### config.mk
export PLATFORM = sky130hd
export DESIGN_NAME = lcg_uniform_and_gaussian_noise_unit
export DESIGN_NICKNAME = d
export VERILOG_FILES = /design/src/sv/lcgn_pkg.sv /design/src/sv/lcg_uniform_and_gaussian_noise_unit.sv
export SDC_FILE = /design/constraint.sdc
export NUM_CORES = 2
export LEC_CHECK = 0
export BUFFER_PORTS_ARGS = -buffer_cell sky130_fd_sc_hd__buf_2
export CORE_UTILIZATION = 30
export CTS_BUF_LIST = sky130_fd_sc_hd__clkbuf_16
export DETAILED_ROUTE_END_ITERATION = 8
export GPL_TIMING_DRIVEN = 0
export HOLD_SLACK_MARGIN = 0.08
export PLACE_DENSITY_LB_ADDON = 0.08
export SYNTH_ARGS = -nofsm -noshare
export SYNTH_HDL_FRONTEND = slang
export SYNTH_SLANG_ARGS = --single-unit
### constraint.sdc
create_clock -name i_clk -period 17.14 [get_ports i_clk]
set_clock_uncertainty 0.2 [all_clocks]
set_input_delay 3.428 -clock i_clk [delete_from_list [all_inputs] [get_ports i_clk]]
set_output_delay 3.428 -clock i_clk [all_outputs]
set_load 0.005 [all_outputs]
### src/sv/lcgn_pkg.sv
// lcgn_pkg: constants, control word types and microcode table of the lcg noise unit
// no dependencies; imported by lcg_uniform_and_gaussian_noise_unit and by tb
`default_nettype none

package lcgn_pkg;

    // generator
    localparam logic [31:0] LCG_MUL  = 32'd1103515245;
    localparam logic [31:0] LCG_INC  = 32'd12345;
    localparam logic [31:0] SEED_RST = 32'd1;
    localparam int          DRAW_W   = 15;
    localparam int          DRAW_MAX = 32767;
    localparam int          AMP_W    = 16;
    localparam logic [AMP_W-1:0] AMP_RST = 16'd32767;
    localparam int          SAMPLE_W = 31;

    // gaussian sum length
    localparam int SUM_TERMS = 24;

    // datapath widths follow from the sum length
    localparam int MAG_W = $clog2(SUM_TERMS * DRAW_MAX + 1);  // |sum of terms|
    localparam int ACC_W = MAG_W + 2;                         // signed accumulator
    localparam int DW    = MAG_W + AMP_W;                     // product / dividend
    localparam int QW    = MAG_W + 1;                         // quotient bits
    localparam int REM_W = DW;                                // fold residue
    // folds for division by 2^15 - 1; three bring any dividend below 2^44 to 32767 or less
    localparam int DIV_STEPS = 3;
    localparam int CNT_MAX = (SUM_TERMS > DIV_STEPS) ? SUM_TERMS : DIV_STEPS;
    localparam int CNT_W   = $clog2(CNT_MAX);

    typedef enum logic [2:0] {
        OP_RESEED  = 3'd0,
        OP_DRAW15  = 3'd1,
        OP_DRAW30  = 3'd2,
        OP_UNIFORM = 3'd3,
        OP_SIGNED  = 3'd4,
        OP_GAUSS   = 3'd5
    } t_opcode;

    // control word fields
    typedef enum logic [1:0] {ADV_NONE, ADV_ALWAYS, ADV_IF_CNT} t_adv;
    typedef enum logic [2:0] {
        ACC_HOLD, ACC_CLEAR, ACC_LOAD_RAW, ACC_LOAD_TERM, ACC_ADD_TERM
    } t_acc;
    typedef enum logic [1:0] {CNT_HOLD, CNT_LOAD_TERMS, CNT_LOAD_DIV, CNT_DEC} t_cnt;
    typedef enum logic [1:0] {AR_NONE, AR_MUL, AR_DIV_INIT, AR_DIV_STEP} t_arith;
    typedef enum logic [1:0] {EMIT_NONE, EMIT_RAW15, EMIT_RAW30, EMIT_SCALED} t_emit;
    typedef enum logic [1:0] {JMP_NEXT, JMP_ALWAYS, JMP_IF_CNT, JMP_DISPATCH} t_jmp;

    localparam int UCODE_DEPTH = 17;
    localparam int PC_W        = $clog2(UCODE_DEPTH);

    typedef struct packed {
        t_adv            adv;
        t_acc            acc;
        t_cnt            cnt;
        t_arith          arith;
        t_emit           emit;
        logic            ld_seed;
        t_jmp            jmp;
        logic [PC_W-1:0] target;
    } t_uword;

    // microcode addresses
    localparam logic [PC_W-1:0] UA_FETCH = 5'd0;
    localparam logic [PC_W-1:0] UA_SEED  = 5'd1;
    localparam logic [PC_W-1:0] UA_D15_A = 5'd2;
    localparam logic [PC_W-1:0] UA_D15_B = 5'd3;
    localparam logic [PC_W-1:0] UA_D30_A = 5'd4;
    localparam logic [PC_W-1:0] UA_D30_B = 5'd5;
    localparam logic [PC_W-1:0] UA_D30_C = 5'd6;
    localparam logic [PC_W-1:0] UA_UNI_A = 5'd7;
    localparam logic [PC_W-1:0] UA_UNI_B = 5'd8;
    localparam logic [PC_W-1:0] UA_SGN_A = 5'd9;
    localparam logic [PC_W-1:0] UA_SGN_B = 5'd10;
    localparam logic [PC_W-1:0] UA_GAU_A = 5'd11;
    localparam logic [PC_W-1:0] UA_GAU_B = 5'd12;
    localparam logic [PC_W-1:0] UA_SCL_M = 5'd13;
    localparam logic [PC_W-1:0] UA_SCL_I = 5'd14;
    localparam logic [PC_W-1:0] UA_SCL_L = 5'd15;
    localparam logic [PC_W-1:0] UA_SCL_E = 5'd16;

    localparam t_uword UW_NOP = '{
        adv: ADV_NONE, acc: ACC_HOLD, cnt: CNT_HOLD, arith: AR_NONE,
        emit: EMIT_NONE, ld_seed: 1'b0, jmp: JMP_NEXT, target: UA_FETCH
    };

    // control store
    function automatic t_uword ucode(input logic [PC_W-1:0] addr);
        t_uword w;
        w = UW_NOP;
        unique case (addr)
            UA_FETCH: w.jmp = JMP_DISPATCH;
            UA_SEED: begin
                w.ld_seed = 1'b1;
                w.jmp     = JMP_ALWAYS;
            end
            UA_D15_A: w.adv = ADV_ALWAYS;
            UA_D15_B: begin
                w.emit = EMIT_RAW15;
                w.jmp  = JMP_ALWAYS;
            end
            UA_D30_A: w.adv = ADV_ALWAYS;
            UA_D30_B: begin
                w.acc = ACC_LOAD_RAW;
                w.adv = ADV_ALWAYS;
            end
            UA_D30_C: begin
                w.emit = EMIT_RAW30;
                w.jmp  = JMP_ALWAYS;
            end
            UA_UNI_A: w.adv = ADV_ALWAYS;
            UA_UNI_B: begin
                w.acc    = ACC_LOAD_RAW;
                w.jmp    = JMP_ALWAYS;
                w.target = UA_SCL_M;
            end
            UA_SGN_A: w.adv = ADV_ALWAYS;
            UA_SGN_B: begin
                w.acc    = ACC_LOAD_TERM;
                w.jmp    = JMP_ALWAYS;
                w.target = UA_SCL_M;
            end
            UA_GAU_A: begin
                w.adv = ADV_ALWAYS;
                w.acc = ACC_CLEAR;
                w.cnt = CNT_LOAD_TERMS;
            end
            UA_GAU_B: begin
                w.acc    = ACC_ADD_TERM;
                w.adv    = ADV_IF_CNT;
                w.cnt    = CNT_DEC;
                w.jmp    = JMP_IF_CNT;
                w.target = UA_GAU_B;
            end
            UA_SCL_M: w.arith = AR_MUL;
            UA_SCL_I: begin
                w.arith = AR_DIV_INIT;
                w.cnt   = CNT_LOAD_DIV;
            end
            UA_SCL_L: begin
                w.arith  = AR_DIV_STEP;
                w.cnt    = CNT_DEC;
                w.jmp    = JMP_IF_CNT;
                w.target = UA_SCL_L;
            end
            UA_SCL_E: begin
                w.emit = EMIT_SCALED;
                w.jmp  = JMP_ALWAYS;
            end
            default: w.jmp = JMP_ALWAYS;
        endcase
        return w;
    endfunction

    // microcode entry point for each opcode; unused opcodes go straight back to fetch
    function automatic logic [PC_W-1:0] entry_of(input logic [2:0] op);
        logic [PC_W-1:0] a;
        unique case (op)
            OP_RESEED:  a = UA_SEED;
            OP_DRAW15:  a = UA_D15_A;
            OP_DRAW30:  a = UA_D30_A;
            OP_UNIFORM: a = UA_UNI_A;
            OP_SIGNED:  a = UA_SGN_A;
            OP_GAUSS:   a = UA_GAU_A;
            default:    a = UA_FETCH;
        endcase
        return a;
    endfunction

endpackage

`default_nettype wire

### src/sv/lcg_uniform_and_gaussian_noise_unit.sv
// lcg_uniform_and_gaussian_noise_unit: microcoded lcg noise source, top level
// depends on lcgn_pkg (constants, control word types, microcode table)
`default_nettype none

// Noise source built on the 32-bit generator x = x*1103515245 + 12345, one
// draw being bits 30..16 of the new state. An item carries an opcode: reseed
// loads the state, draw15 and draw30 return raw draws, the uniform opcodes
// return d*s/32767 or (2d-32767)*s/32767, and gaussian sums SUM_TERMS signed
// terms and scales by s/65534, all truncated toward zero; s is the amplitude
// register, written through i_cfg_we while idle, a rule for the user that the
// block itself does not enforce. A small control store steps one control word
// per cycle unless an emit step stalls; the generator multiplier advances once
// a cycle and division by 32767 folds the high bits of the residue onto the low
// bits, DIV_STEPS (3) folds plus a final compare. A finished result sits in an
// output register, so the next item is taken while it waits; the emit step of
// that next item then holds while the previous result is still unclaimed.
module lcg_uniform_and_gaussian_noise_unit
    import lcgn_pkg::*;
(
    input  wire                        i_clk,
    input  wire                        i_rst_n,
    // configuration
    input  wire                        i_cfg_we,
    input  wire  [AMP_W-1:0]           i_cfg_data,
    // input items
    input  wire                        i_in_valid,
    output logic                       o_in_ready,
    input  wire  [2:0]                 i_opcode,
    input  wire  [31:0]                i_seed_value,
    // result items
    output logic                       o_out_valid,
    input  wire                        i_out_ready,
    output logic signed [SAMPLE_W-1:0] o_sample
);

    // sequencer
    logic [PC_W-1:0]   r_pc, n_pc;
    logic [CNT_W-1:0]  r_cnt, n_cnt;
    t_uword            w_uw;
    logic              w_accept;
    logic              w_stall;
    logic              w_cnt_nz;

    // datapath
    logic [31:0]             r_state, n_state;
    logic [AMP_W-1:0]        r_amp, n_amp;
    logic [2:0]              r_op, n_op;
    logic [31:0]             r_seed, n_seed;
    logic signed [ACC_W-1:0] r_acc, n_acc;
    logic [DW-1:0]           r_prod, n_prod;
    logic                    r_neg, n_neg;
    logic [REM_W-1:0]        r_rem, n_rem;
    logic [QW-1:0]           r_quo, n_quo;
    logic                    r_out_valid, n_out_valid;
    logic [SAMPLE_W-1:0]     r_sample, n_sample;

    logic [31:0]             w_lcg;
    logic [DRAW_W-1:0]       w_draw;
    logic signed [ACC_W-1:0] w_term;
    logic [ACC_W-1:0]        w_abs;
    logic [MAG_W-1:0]        w_mag;
    logic [DW-1:0]           w_prod;
    logic [DW-1:0]           w_dividend;
    logic [REM_W-DRAW_W-1:0] w_fold_hi;
    logic [REM_W-1:0]        w_fold;
    logic                    w_fold_full;
    logic [QW-1:0]           w_quo_fin;
    logic [SAMPLE_W-1:0]     w_q31;
    logic [SAMPLE_W-1:0]     w_scaled;

    // control word for the current step
    assign w_uw       = ucode(r_pc);
    assign o_in_ready = (r_pc == UA_FETCH);
    assign w_accept   = i_in_valid && o_in_ready;
    assign w_cnt_nz   = (r_cnt != '0);
    // an emit step waits while the previous result is still unclaimed
    assign w_stall    = (w_uw.emit != EMIT_NONE) && r_out_valid && !i_out_ready;

    // generator and draw taken from the current state
    assign w_lcg  = r_state * LCG_MUL + LCG_INC;
    assign w_draw = r_state[30:16];

    // signed uniform term 2d - 32767
    assign w_term = $signed({{(ACC_W-DRAW_W-1){1'b0}}, w_draw, 1'b0})
                  - $signed(ACC_W'(DRAW_MAX));

    // magnitude times amplitude
    assign w_abs  = r_acc[ACC_W-1] ? ACC_W'(-r_acc) : ACC_W'(r_acc);
    assign w_mag  = w_abs[MAG_W-1:0];
    assign w_prod = {{AMP_W{1'b0}}, w_mag} * {{MAG_W{1'b0}}, r_amp};

    // division by 65534 is a halving followed by division by 32767
    assign w_dividend = (r_op == OP_GAUSS) ? (r_prod >> 1) : r_prod;

    // division by 32767 = 2^15 - 1: 2^15 leaves remainder 1, so adding the high
    // part to the quotient and folding it onto the low part keeps
    // dividend = quo * 32767 + residue
    assign w_fold_hi   = r_rem[REM_W-1:DRAW_W];
    assign w_fold      = REM_W'(w_fold_hi) + REM_W'(r_rem[DRAW_W-1:0]);
    // after the folds the residue is at most 32767; equal means one more
    assign w_fold_full = (r_rem >= REM_W'(DRAW_MAX));
    assign w_quo_fin   = r_quo + QW'(w_fold_full);

    // signed result from quotient and sign
    assign w_q31    = {{(SAMPLE_W-QW){1'b0}}, w_quo_fin};
    assign w_scaled = r_neg ? (SAMPLE_W'(0) - w_q31) : w_q31;

    // next program counter
    always_comb begin
        n_pc = r_pc;
        if (!w_stall) begin
            unique case (w_uw.jmp)
                JMP_NEXT:     n_pc = r_pc + PC_W'(1);
                JMP_ALWAYS:   n_pc = w_uw.target;
                JMP_IF_CNT:   n_pc = w_cnt_nz ? w_uw.target : r_pc + PC_W'(1);
                JMP_DISPATCH: n_pc = w_accept ? entry_of(i_opcode) : r_pc;
            endcase
        end
    end

    // loop counter shared by the term sum and the divider
    always_comb begin
        n_cnt = r_cnt;
        unique case (w_uw.cnt)
            CNT_HOLD:       n_cnt = r_cnt;
            CNT_LOAD_TERMS: n_cnt = CNT_W'(SUM_TERMS - 1);
            CNT_LOAD_DIV:   n_cnt = CNT_W'(DIV_STEPS - 1);
            CNT_DEC:        n_cnt = r_cnt - CNT_W'(1);
        endcase
    end

    // generator state and item latch
    always_comb begin
        n_state = r_state;
        n_op    = r_op;
        n_seed  = r_seed;
        n_amp   = i_cfg_we ? i_cfg_data : r_amp;
        if (w_accept) begin
            n_op   = i_opcode;
            n_seed = i_seed_value;
        end
        if (w_uw.ld_seed) begin
            n_state = r_seed;
        end else if (w_uw.adv == ADV_ALWAYS || (w_uw.adv == ADV_IF_CNT && w_cnt_nz)) begin
            n_state = w_lcg;
        end
    end

    // accumulator
    always_comb begin
        n_acc = r_acc;
        unique case (w_uw.acc)
            ACC_HOLD:      n_acc = r_acc;
            ACC_CLEAR:     n_acc = '0;
            ACC_LOAD_RAW:  n_acc = $signed({{(ACC_W-DRAW_W){1'b0}}, w_draw});
            ACC_LOAD_TERM: n_acc = w_term;
            ACC_ADD_TERM:  n_acc = r_acc + w_term;
            default:       n_acc = r_acc;
        endcase
    end

    // scaling: multiply, then divider setup and fold steps
    always_comb begin
        n_prod = r_prod;
        n_neg  = r_neg;
        n_rem  = r_rem;
        n_quo  = r_quo;
        unique case (w_uw.arith)
            AR_NONE: ;
            AR_MUL: begin
                n_prod = w_prod;
                n_neg  = r_acc[ACC_W-1];
            end
            AR_DIV_INIT: begin
                n_rem = w_dividend;
                n_quo = '0;
            end
            AR_DIV_STEP: begin
                n_rem = w_fold;
                n_quo = r_quo + QW'(w_fold_hi);
            end
        endcase
    end

    // output register
    always_comb begin
        n_out_valid = r_out_valid && !i_out_ready;
        n_sample    = r_sample;
        if (!w_stall) begin
            unique case (w_uw.emit)
                EMIT_NONE: ;
                EMIT_RAW15: begin
                    n_out_valid = 1'b1;
                    n_sample    = {{(SAMPLE_W-DRAW_W){1'b0}}, w_draw};
                end
                EMIT_RAW30: begin
                    n_out_valid = 1'b1;
                    n_sample    = {1'b0, r_acc[DRAW_W-1:0], w_draw};
                end
                EMIT_SCALED: begin
                    n_out_valid = 1'b1;
                    n_sample    = w_scaled;
                end
            endcase
        end
    end

    // control and architectural state
    always_ff @(posedge i_clk) begin
        if (!i_rst_n) begin
            r_pc        <= UA_FETCH;
            r_out_valid <= 1'b0;
            r_state     <= SEED_RST;
            r_amp       <= AMP_RST;
        end else begin
            r_pc        <= n_pc;
            r_out_valid <= n_out_valid;
            r_state     <= n_state;
            r_amp       <= n_amp;
        end
    end

    // working registers, no reset needed
    always_ff @(posedge i_clk) begin
        r_cnt    <= n_cnt;
        r_op     <= n_op;
        r_seed   <= n_seed;
        r_acc    <= n_acc;
        r_prod   <= n_prod;
        r_neg    <= n_neg;
        r_rem    <= n_rem;
        r_quo    <= n_quo;
        r_sample <= n_sample;
    end

    assign o_out_valid = r_out_valid;
    assign o_sample    = $signed(r_sample);

endmodule

`default_nettype wire

==> summary.txt <==
Clock tree
  – Cts-stage hold buffer count: 0
  – Total CTS buffers: 36
  – Postcts setup bufs: 0
  – Clk_lat worst skew: 610 ps
  – CTS root buf: clkbuf_16
  – CTS tree: built
  – Post-CTS sizing: 0
  – Number of H-tree levels: 2
  – Sink Count: 239
  – CTS Buffer Depth: 3
  – Clock transition at path regs: ~50 ps

Synth
  – Register area share after synthesis: 0.205
  – XOR/XNOR Fraction of Synth Area: 0.0515
  – Largest family of logic cells by synthesized area: adder cells
  – Synth Area per Inst: between 9 and 10 um^2
  – Cells after Synth: 3445
  – Synth Flop Type: edfxtp_1
  – Synth Area in Adders: 0.409
  – Yosys top cell by area: fa_1
  – Cell variety after synth: 80
  – Post-Syn Area: between 0.03 and 0.04 mm^2
  – Top-area cell type share of the netlist area: 0.269
  – Yosys reg bits: between 200 and 250
  – Multiplexer share of the synthesized area: 0.0131
  – Post-Synth Simple-Gate Area: 0.127
  – Post-Syn Nets: between 4000 and 5000
  – Asr flop ratio synth: 0
  – Largest cells by area after synthesis: fa_1 (27%), edfxtp_1 (17%), ha_1 (14%)
  – Synth Area in Compound Gates: 0.101
  – Post-synth EDFFs: between 150 and 200
  – Warnings from Yosys: 0

Global route
  – Vias in the first global route: about 25000
  – Grt ovf: 0
  – Initial antenna violation count: 3
  – GR Layer Usage met2: 0.328
  – Gr busiest metal: met2
  – All-layer global routing usage: 0.203
  – First-pass GRT wire length: 163000 um
  – Met3 GRT Util: 0.0278
  – Met1 Track Usage GR: 0.284
  – Largest net degree at the start of global routing: 28

STA
  – Max transition margin: 0.153
  – Setup-failing EPs final: 0
  – Achievable frequency: 89.3 MHz
  – Final Slew Violations: 0
  – Period utilisation layout: 0.653
  – Crit path time final: roughly 11000 ps
  – Slew of the pin with the lowest slew margin: between 1000 and 1500 ps
  – Hold Fails Final Rpt: 0
  – RSZ-0062 raised after global routing: false
  – Fin Setup TNS: 0 ps

Die
  – Core Region: 0.107 mm^2
  – DIE AREA: about 0.11 mm^2
  – Initial Util: 0.303
  – I/O pins: between 80 and 90
  – Die X-Extent: 331 um
  – Rows: 120
  – Die Span Y: 331 um

Cells and area
  – Final #Nets: approximately 4400
  – Final core utilization: 0.336
  – Final instance area: 0.0361 mm^2
  – Area of the multi-input gates: ~0.023 mm^2
  – Share of cells above drive strength 1: 0.0533
  – Filler instances: 11291
  – Register area: roughly 0.0066 mm^2
  – Area grow syn2layout: 11.1%

Outcome
  – Status: completed

Placement
  – Placed wire-length estimate: between 80000 and 90000 um
  – Port Buffer Count: 85
  – Gpl congestion: around 0.83
  – Cell Area, Placed: around 0.035 mm^2

Detailed routing
  – DR pass1 iterations: 5
  – DRC: 0
  – Via count: between 20000 and 25000
  – DR vias/cell: roughly 4.8
  – Initial DRC Count: roughly 1200
  – Final WL: 108000 um
  – Wire per inst: between 20 and 25 um
  – Routed Antenna Nets: 0

Worst setup path
  – Critical-path top delay cell: clkbuf_1
  – Cell mode on critical path: fa_1
  – Crit start category: flip-flop
  – Worst setup EP type: flip-flop
  – Crit path kind: flip-flop to flip-flop
  – Worst R2R Setup Slack: approximately 5900 ps
  – CP max stage delay: approximately 850 ps
  – Crit Path Max Fanout: 10
  – WP data arrival: about 11000 ps
  – CP Data Required Time: about 17000 ps

Run
  – Max-capacitance violation count: 0

Worst hold path
  – Hold Path Class: flip-flop to flip-flop
-- critical path: cells and delay by family (launching register included) --
kind | cells | cell delay, ps
flip-flops | 1 | 480
XOR/XNOR | 2 | 950
AND/OR/NAND/NOR | 7 | 1510
adder cells (fa/ha/maj) | 8 | 3770
buffers and inverters | 8 | 2590
AO/OA/AOI/OAI | 6 | 1410
-- placed cells by master, fill, tap and decap left out, types with 18 or more instances in the layout --
cell,netlist,final
edfxtp_1,186,186
a21o_1,36,36
o211ai_1,26,26
fa_1,436,436
o22ai_1,18,18
inv_1,682,685
nor2_1,109,109
buf_2,5,92
o21ai_0,132,131
nand2_1,386,386
and2_1,151,150
nand3_1,32,32
clkbuf_16,0,36
mux2i_1,39,39
nand2b_1,22,22
o21a_1,27,27
xnor2_1,137,137
dfxtp_1,53,53
a21oi_1,121,121
and3_1,28,28
clkbuf_1,115,115
nor3_1,38,37
xor2_1,54,54
ha_1,363,363
a31oi_1,33,33
-- worst paths after layout --
kind / startpoint / cells past startpoint / endpoint
worst max-delay path: r_acc[0] / 31 / r_prod[35]
worst min-delay path: r_seed[0] / 2 / r_state[0]
worst max register to register: r_acc[0] / 31 / r_prod[35]
worst min register to register: r_seed[0] / 2 / r_state[0]
-- sequential cells by signal (all words and copies together), names as in the netlist --
signal	count
r_rem	36
r_op	3
r_neg	1
o_out_valid	1
r_pc	5
r_quo	21
r_seed	31
r_prod	36
o_sample	31
r_acc	22
r_state	31
r_cnt	5
r_amp	16
-- through the flow --
step | hold slack (ps) | setup WS (ps) | std cells
after floorplan | 245 | 8550 | 3445
after global placement | 266 | 5140 | 4933
after detailed placement | 270 | 5860 | 4942
after CTS | 284 | 5790 | 5008
after global routing | 305 | 5270 | 5008
final | 280 | 5950 | 5009
-- per-layer routing --
| layer | wire (um) | vias to the layer above |
|---|---|---|
| met2 | 49400 | 442 |
| li1 | - | 11424 |
| met5 | 0 | - |
| met1 | 51700 | 11873 |
| met4 | 2450 | 0 |
| met3 | 4730 | 106 |
-- kinds of logic after synthesis --
family | Yosys count
mux | 42
xor+xnor | 191
buf+inv | 807
compound gates | 510
fa+ha+maj | 799
simple gates | 857
flops | 239
-- cell type report --
cell class	count	area share
multi-input combinational	2399	0.632
antenna	1	0.0000694
timing repair buffer	94	0.0157
clock inverter	30	0.00972
sequential	239	0.184
clock buffer	36	0.0250
inverter	683	0.0711
buffer	124	0.0135
tap	1403	0.0487
-- synth_stat cells, types with 6 or more instances --
cell type and number:
a31oi_1 33, o31ai_1 8, o21bai_1 13, and3_1 28, xor2_1 54, a21o_1 36
xnor2_1 137, a211oi_1 14, or2_2 6, o22ai_1 18, or3_1 11, o21ai_0 132
fa_1 436, o211ai_1 26, or4_1 7, o211a_1 15, o21a_1 27, nor2_1 109
nor3_1 38, a21boi_0 8, nor2b_1 16, edfxtp_1 186, nor4_1 12, and2_1 151
ha_1 363, dfxtp_1 53, nand3_1 32, mux2i_1 39, nand2b_1 22, nand4_1 14
clkbuf_1 115, a21oi_1 121, nand2_1 386, inv_1 682
Power is not shown: default switching activity piles up to over one toggle a cycle in this logic, so the estimate is an artifact.
